File: config.mk
export PLATFORM = sky130hd
export DESIGN_NAME = object_header_parser_core
export DESIGN_NICKNAME = d
export VERILOG_FILES = /design/src/rtl/ohp_pkg.sv /design/src/rtl/ohp_step.sv /design/src/rtl/object_header_parser_core.sv
export SDC_FILE = /design/constraint.sdc
export NUM_CORES = 1
export LEC_CHECK = 0
export ABC_AREA = 1
export BUFFER_PORTS_ARGS = -buffer_cell sky130_fd_sc_hd__buf_2
export CAP_MARGIN = 20
export CORE_MARGIN = 2
export CORE_UTILIZATION = 45
export DETAILED_ROUTE_END_ITERATION = 7
export SYNTH_ARGS = -nofsm -noshare
export SYNTH_HDL_FRONTEND = slang
export SYNTH_SLANG_ARGS = --single-unit
File: constraint.sdc
create_clock -name clk -period 6.4 [get_ports clk]
set_input_delay 0 -clock clk [delete_from_list [all_inputs] [get_ports clk]]
set_output_delay 0 -clock clk [all_outputs]
set_load 0.005 [all_outputs]
File: src/rtl/ohp_pkg.sv
// Object header parser package: field widths, phase and status codes,
// parser state and result structs, and a saturating increment function.
// No dependencies.
package ohp_pkg;

    localparam int SIZE_BITS   = 64;
    localparam int OFFSET_BITS = 32;
    localparam int TBS_W       = 9;
    localparam int BYTE_W      = 8;
    localparam int STATUS_W    = 4;
    localparam int CSIZE_W     = 64;
    localparam int POFF_W      = 32;
    localparam int CMP_W       = (OFFSET_BITS > TBS_W) ? OFFSET_BITS : TBS_W;
    localparam int MUL_W       = SIZE_BITS + 4;

    localparam logic [TBS_W-1:0]  TBS_RESET  = TBS_W'(32);
    localparam logic [BYTE_W-1:0] CHAR_SPACE = 8'h20;
    localparam logic [BYTE_W-1:0] CHAR_NUL   = 8'h00;
    localparam logic [BYTE_W-1:0] CHAR_ZERO  = 8'h30;
    localparam logic [BYTE_W-1:0] CHAR_NINE  = 8'h39;

    typedef enum logic [1:0] {
        PH_TYPE     = 2'd0,
        PH_SIZE     = 2'd1,
        PH_FINISHED = 2'd2
    } phase_t;

    typedef enum logic [STATUS_W-1:0] {
        ST_CONSUMED  = 4'd0,
        ST_TYPE      = 4'd1,
        ST_DONE      = 4'd2,
        ST_NO_SPACE  = 4'd3,
        ST_TYPE_LONG = 4'd4,
        ST_TRUNC     = 4'd5,
        ST_BAD_CHAR  = 4'd6,
        ST_OVERFLOW  = 4'd7,
        ST_NO_NUL    = 4'd8,
        ST_IGNORED   = 4'd9
    } status_t;

    typedef struct packed {
        phase_t                 phase;
        logic [OFFSET_BITS-1:0] position;
        logic [SIZE_BITS-1:0]   size_acc;
        logic                   digit_seen;
    } state_t;

    typedef struct packed {
        status_t             status;
        logic [BYTE_W-1:0]   type_byte;
        logic [CSIZE_W-1:0]  body_size;
        logic [POFF_W-1:0]   body_offset;
    } result_t;

    localparam state_t STATE_CLEAR = '{
        phase:      PH_TYPE,
        position:   '0,
        size_acc:   '0,
        digit_seen: 1'b0
    };

    function automatic logic [OFFSET_BITS-1:0] sat_inc(input logic [OFFSET_BITS-1:0] v);
        logic [OFFSET_BITS-1:0] r;
        r = (v == '1) ? v : v + OFFSET_BITS'(1);
        return r;
    endfunction

endpackage

File: src/rtl/ohp_step.sv
// Per-byte parser step: next parser state and result for one request.
// Depends on ohp_pkg.
module ohp_step (
    input  ohp_pkg::state_t              cur,
    input  logic [ohp_pkg::BYTE_W-1:0]   header_byte,
    input  logic                         start_req,
    input  logic                         last_byte,
    input  logic [ohp_pkg::TBS_W-1:0]    type_buffer_size,
    output ohp_pkg::state_t              nxt,
    output ohp_pkg::result_t             res
);

    ohp_pkg::state_t                       base;
    logic                                  is_space;
    logic                                  is_nul;
    logic                                  is_digit;
    logic [3:0]                            digit;
    logic [ohp_pkg::MUL_W-1:0]             acc_ext;
    logic [ohp_pkg::MUL_W-1:0]             acc_next;
    logic                                  ovf;
    logic                                  type_long;
    logic [ohp_pkg::OFFSET_BITS-1:0]       pos_inc;

    always_comb
    begin
        base      = start_req ? ohp_pkg::STATE_CLEAR : cur;
        is_space  = (header_byte == ohp_pkg::CHAR_SPACE);
        is_nul    = (header_byte == ohp_pkg::CHAR_NUL);
        is_digit  = (header_byte >= ohp_pkg::CHAR_ZERO) && (header_byte <= ohp_pkg::CHAR_NINE);
        digit     = 4'(header_byte - ohp_pkg::CHAR_ZERO);
        acc_ext   = ohp_pkg::MUL_W'(base.size_acc);
        acc_next  = (acc_ext << 3) + (acc_ext << 1) + ohp_pkg::MUL_W'(digit);
        ovf       = |acc_next[ohp_pkg::MUL_W-1:ohp_pkg::SIZE_BITS];
        type_long = ohp_pkg::CMP_W'(base.position) >= ohp_pkg::CMP_W'(type_buffer_size);
        pos_inc   = ohp_pkg::sat_inc(base.position);
    end

    // next state
    always_comb
    begin
        nxt = base;
        unique case (base.phase)
            ohp_pkg::PH_TYPE:
            begin
                if (!is_space)
                begin
                    if (last_byte)
                        nxt.phase = ohp_pkg::PH_FINISHED;
                    else
                        nxt.position = pos_inc;
                end
                else if (type_long || last_byte)
                    nxt.phase = ohp_pkg::PH_FINISHED;
                else
                begin
                    nxt.phase    = ohp_pkg::PH_SIZE;
                    nxt.position = pos_inc;
                end
            end
            ohp_pkg::PH_SIZE:
            begin
                if (is_nul || !is_digit)
                    nxt.phase = ohp_pkg::PH_FINISHED;
                else
                begin
                    nxt.digit_seen = 1'b1;
                    if (ovf)
                        nxt.phase = ohp_pkg::PH_FINISHED;
                    else
                    begin
                        nxt.size_acc = acc_next[ohp_pkg::SIZE_BITS-1:0];
                        nxt.position = pos_inc;
                        if (last_byte)
                            nxt.phase = ohp_pkg::PH_FINISHED;
                    end
                end
            end
            default:
                nxt.phase = ohp_pkg::PH_FINISHED;
        endcase
    end

    // result
    always_comb
    begin
        res = '{
            status:      ohp_pkg::ST_IGNORED,
            type_byte:   '0,
            body_size:   '0,
            body_offset: '0
        };
        unique case (base.phase)
            ohp_pkg::PH_TYPE:
            begin
                priority if (!is_space && last_byte)
                    res.status = ohp_pkg::ST_NO_SPACE;
                else if (!is_space)
                begin
                    res.status    = ohp_pkg::ST_TYPE;
                    res.type_byte = header_byte;
                end
                else if (type_long)
                    res.status = ohp_pkg::ST_TYPE_LONG;
                else if (last_byte)
                    res.status = ohp_pkg::ST_TRUNC;
                else
                    res.status = ohp_pkg::ST_CONSUMED;
            end
            ohp_pkg::PH_SIZE:
            begin
                priority if (is_nul && !base.digit_seen)
                    res.status = ohp_pkg::ST_NO_NUL;
                else if (is_nul)
                begin
                    res.status      = ohp_pkg::ST_DONE;
                    res.body_size   = ohp_pkg::CSIZE_W'(base.size_acc);
                    res.body_offset = ohp_pkg::POFF_W'(pos_inc);
                end
                else if (!is_digit)
                    res.status = ohp_pkg::ST_BAD_CHAR;
                else if (ovf)
                    res.status = ohp_pkg::ST_OVERFLOW;
                else if (last_byte)
                    res.status = ohp_pkg::ST_NO_NUL;
                else
                    res.status = ohp_pkg::ST_CONSUMED;
            end
            default:
                res.status = ohp_pkg::ST_IGNORED;
        endcase
    end

endmodule

File: src/rtl/object_header_parser_core.sv
// Object header parser top level: input register, parser state, result register
// and the type buffer size register. Depends on ohp_pkg and ohp_step.
//
//   channel   signals                                             direction
//   in        in_valid/in_ready, header_byte, start_req, last_byte  sink
//   out       out_valid/out_ready, status, type_byte,
//             body_size, body_offset                              source
//   cfg       cfg_valid/cfg_ready, cfg_data                       sink
//
// One request in and one result out per cycle unless out_ready stalls the result;
// each request passes through the input register, then the parser step into the
// result register.
// The parser state (phase, position, size accumulator) feeds back through ohp_step.
// Reset clears the parser to the type phase and the type buffer size to 32.
// A stalled result holds the input register; in_ready stays high while it is empty.
module object_header_parser_core (
    input  logic                            clk,
    input  logic                            rst_n,
    input  logic                            in_valid,
    output logic                            in_ready,
    input  logic [ohp_pkg::BYTE_W-1:0]      header_byte,
    input  logic                            start_req,
    input  logic                            last_byte,
    output logic                            out_valid,
    input  logic                            out_ready,
    output logic [ohp_pkg::STATUS_W-1:0]    status,
    output logic [ohp_pkg::BYTE_W-1:0]      type_byte,
    output logic [ohp_pkg::CSIZE_W-1:0]     body_size,
    output logic [ohp_pkg::POFF_W-1:0]      body_offset,
    input  logic                            cfg_valid,
    output logic                            cfg_ready,
    input  logic [ohp_pkg::TBS_W-1:0]       cfg_data
);

    logic                          s1_valid_reg;
    logic [ohp_pkg::BYTE_W-1:0]    s1_byte_reg;
    logic                          s1_start_reg;
    logic                          s1_last_reg;
    logic                          out_valid_reg;
    ohp_pkg::result_t              res_reg;
    ohp_pkg::result_t              res_next;
    ohp_pkg::state_t               state_reg;
    ohp_pkg::state_t               state_next;
    logic [ohp_pkg::TBS_W-1:0]     tbs_reg;
    logic                          s1_fire;

    assign s1_fire   = s1_valid_reg && (!out_valid_reg || out_ready);
    assign in_ready  = !s1_valid_reg || s1_fire;
    assign cfg_ready = 1'b1;

    ohp_step u_step (
        .cur              (state_reg),
        .header_byte      (s1_byte_reg),
        .start_req        (s1_start_reg),
        .last_byte        (s1_last_reg),
        .type_buffer_size (tbs_reg),
        .nxt              (state_next),
        .res              (res_next)
    );

    always_ff @(posedge clk or negedge rst_n)
    begin
        if (!rst_n)
        begin
            s1_valid_reg  <= 1'b0;
            out_valid_reg <= 1'b0;
            state_reg     <= ohp_pkg::STATE_CLEAR;
            tbs_reg       <= ohp_pkg::TBS_RESET;
        end
        else
        begin
            if (in_ready)
                s1_valid_reg <= in_valid;
            if (s1_fire)
            begin
                state_reg     <= state_next;
                out_valid_reg <= 1'b1;
            end
            else if (out_ready)
                out_valid_reg <= 1'b0;
            if (cfg_valid && cfg_ready)
                tbs_reg <= cfg_data;
        end
    end

    always_ff @(posedge clk)
    begin
        if (in_ready && in_valid)
        begin
            s1_byte_reg  <= header_byte;
            s1_start_reg <= start_req;
            s1_last_reg  <= last_byte;
        end
        if (s1_fire)
            res_reg <= res_next;
    end

    assign out_valid   = out_valid_reg;
    assign status      = res_reg.status;
    assign type_byte   = res_reg.type_byte;
    assign body_size   = res_reg.body_size;
    assign body_offset = res_reg.body_offset;

    a_done_finishes: assert property (@(posedge clk) disable iff (!rst_n)
        out_valid_reg && (res_reg.status == ohp_pkg::ST_DONE)
            |-> state_reg.phase == ohp_pkg::PH_FINISHED)
        else $error("done result without finished phase");

    a_type_in_type_phase: assert property (@(posedge clk) disable iff (!rst_n)
        out_valid_reg && (res_reg.status == ohp_pkg::ST_TYPE)
            |-> (state_reg.phase == ohp_pkg::PH_TYPE) && (state_reg.position != '0))
        else $error("type byte result outside type phase");

    a_ignored_finished: assert property (@(posedge clk) disable iff (!rst_n)
        out_valid_reg && (res_reg.status == ohp_pkg::ST_IGNORED)
            |-> state_reg.phase == ohp_pkg::PH_FINISHED)
        else $error("ignored result while parser active");

    a_type_byte_zero: assert property (@(posedge clk) disable iff (!rst_n)
        out_valid_reg && (res_reg.status != ohp_pkg::ST_TYPE) |-> res_reg.type_byte == '0)
        else $error("type byte set on non-type result");

    a_size_zero: assert property (@(posedge clk) disable iff (!rst_n)
        out_valid_reg && (res_reg.status != ohp_pkg::ST_DONE)
            |-> (res_reg.body_size == '0) && (res_reg.body_offset == '0))
        else $error("size or offset set on non-done result");

endmodule

==> results.md <==
* R2r startpoint: s1_start_reg
* Synth cell types at 55
* Starting Density at 45.45%
* Worst Setup Start Kind: flop
* Crit path max fanout at 41
* Critical path arrival at roughly 5300 ps
* Asr flop ratio synth at 48.25%
* Core Area at about 40000 um2
* Total congestion overflow at 0
* DPL Wire Length at 46520 um
* Crit path capture type: flop
* Avg Cell Area, Syn at 6.891 um2
* Routed wl met3 at between 3000 and 4000 um
* Final wirelength at 62760 um
* Final setup vio count at 0
* Clock Tree Buf Depth at 3
* Fmax at 207.7 MHz
* Register bit total from synthesis at 228
* Setup slack at placement at 1623 ps
* Setup CP Type: reg2reg
* Max-slew headroom at 24.98%
* Slew @ Worst Pin at 1124 ps
* LEAKAGE at around 10 nW
* Port-buffer cells at 133
* WL/cell at 18.63 um
* Die area at roughly 43000 um2
* Vias in the first global route at 17.69k
* Antenna Cells at 0
* Cell Pwr Density at ~240 nW/um2
* DR vias at roughly 18k
* Register area share after synthesis at 34.09%
* Post-layout min period at about 4800 ps
* CTS H-Tree Depth at 1
* GP Congestion at 0.9574
* Area Overhead vs Synth at 13.66%
* Initial antenna violation count at 0
* Worst Setup SP: s1_start_reg
* Met2 WL at slightly below 30000 um
* Post-DP Area at 19570 um2
* Met1 wire length at 27560 um
* Final #Nets at approximately 3.0k
* Critical R2R Capture: state_reg[98]
* Max Used Layer: met4
* Row cnt at 74
* Final Cycle Share at 75.24%
* Flip-flop count of the largest register after layout at 99
* Initial DRC count at 1358
* IO Count at around 140
* Total GRT Usage at 29.55%
* Worst setup margin at roughly 1600 ps
* Clock slew at reported path FFs at 70 ps
* EDFF count, synth at ~120
* Status: completed
* Hold/Removal Path Class: in2async
* Worst Reg-to-Reg Cells at 21
* Setup TNS at 0 ps
* Skew-Pair Late Insertion Delay at 600 ps
* Final instance area at 21000 um2
* Hold Vio Cnt, Final at 0
* Slew Limit Fails at 0
* Drt pass-1 iters at 7
* Die Y at 206.6 um
* CTS tree: yes
* Maxcap violations at 0
* Warnings from Yosys at 0
* Mapped Cells at around 2.7k
* Fin Clk Skew at between 15 and 20 ps
* Fill cells at 4075
* Die width at 206.6 um
* Mean number of vias per cell at 5.335
* Top_reg_cell synth: edfxtp_1
* Mapped Area at 18480 um2
* Antenna-violating nets left at 0
* # clock sinks at 228
* Maximum vdd drop at 0.0002225 V
* Share of cells above drive strength 1 at 10.51%
* Critical Path RT at 6850 ps
* First-pass GRT wire length at 97950 um
* CTS Root Cell: clkbuf_16
* Unrepaired setup endpoints after global routing: no
* DR DRC count at 0
* CTS buffer count at 27
* Mapped Nets at 2844
* Flop-to-flop setup slack at 1580 ps
* Largest net degree at the start of global routing at between 100 and 150
* Post-CTS Resized at 0
## where the power goes
| part | switching [mW] | total (mW) | internal [mW] | leakage, nW |
|---|---|---|---|---|
| sequential | 0.121 | 1.89 | 1.77 | 2.60 |
| combinational | 0.937 | 1.34 | 0.407 | 7.30 |
| clock | 0.698 | 1.78 | 1.08 | 0.497 |
| total | 1.76 | 5.01 | 3.26 | 10.4 |
## routing by layer
metal / vias up / track usage, %
met2: 567 / 50.76
li1: 8897 / -
met4: 0 / 9.439
met5: - / 0
met1: 8380 / 38.78
met3: 124 / 3.438
## layout make-up
cell class / count / area, um2 / share of cell area [%]
Clock buffer: 34 / 753.2 / 3.587
Clock inverter: 16 / 262.8 / 1.251
Sequential cell: 228 / 6297 / 29.99
Tap cell: 532 / 665.6 / 3.170
Multi-Input combinational cell: 1989 / 10370 / 49.37
Timing Repair Buffer: 190 / 1224 / 5.827
Inverter: 379 / 1430 / 6.810
## synth_stat cells (all sizes together), types with 50 or more instances
cell type  instances  area share [%]
clkbuf            50             1.0
dfrtp            109              15
a21oi            217             6.0
ha               137             9.3
o21ai            163             4.4
nand3            113             3.2
nand2            790              16
nor2             355             8.0
edfxtp           118              19
inv              378             7.7
## through the flow
| stage | cells | util (%) | total power, mW | hold slack, ps |
|---|---|---|---|---|
| 4_1_cts | 3368 | 51.66 | 5.028 | 76.57 |
| 5_1_grt | 3368 | 51.66 | 5.259 | 123.9 |
| 2_1_floorplan | 2681 | - | 2.757 | -295.6 |
| 3_3_place_gp | 3277 | 48.15 | 3.182 | 141.8 |
| 6_report | 3368 | 51.66 | 5.013 | 43.16 |
| 3_5_place_dp | 3277 | 48.15 | 3.214 | 157.3 |
## kinds of logic after synthesis
kind of cell    synth area share (%)
fa+ha+maj                      9.495
other cells                  0.02030
xor+xnor                       3.318
mux                          0.06095
buf+inv                        9.949
simple gates                   30.27
compound gates                 12.81
flops                          34.09
## worst max path at each step
stage | end | cells past startpoint | slack (ps)
after floorplan | body_offset[0] | 5 | 1780
final | state_reg[98] | 21 | 1580
after global placement | state_reg[98] | 20 | 1770
after global routing | state_reg[98] | 20 | 1200
after CTS | state_reg[98] | 20 | 1600
after detailed placement | state_reg[98] | 20 | 1620
## worst max-delay path, stage by stage, from the launching register on
cell and delay [ps]:
edfxtp_1 430, inv_4 420, nand2_1 240, fa_1 640, inv_1 70, ha_1 300, nand2_1 70, nor2_1 40
nand3_1 80, nand3_1 220, nand2_1 130, nand2_1 110, nand2_1 80, nand2_1 160, nand2_1 100, nand3_1 130
nor2_4 190, nand2_4 160, nor2_4 770, nand2_1 110, a21oi_1 160, a21oi_1 50
## placed cells by master, fill, tap and decap left out, types with 22 or more instances in the layout
| master | n |
|---|---|
| inv_2 | 25 |
| nor2_2 | 22 |
| inv_1 | 351 |
| o21ai_1 | 61 |
| ha_1 | 137 |
| edfxtp_1 | 118 |
| xor2_1 | 35 |
| xnor2_1 | 35 |
| dlygate4sd3_1 | 41 |
| nand2_1 | 776 |
| clkbuf_16 | 28 |
| a21oi_1 | 211 |
| o21ai_0 | 102 |
| buf_2 | 132 |
| nor2_1 | 321 |
| nor3_1 | 29 |
| dfrtp_1 | 109 |
| nand3_1 | 110 |
## timing repair
item | CTS | global route
endpoints found under the hold margin | 75 | 0
setup buffers | 0 | 0
hold buffers | 41 | 0
Power figures use the tool's default switching activity.
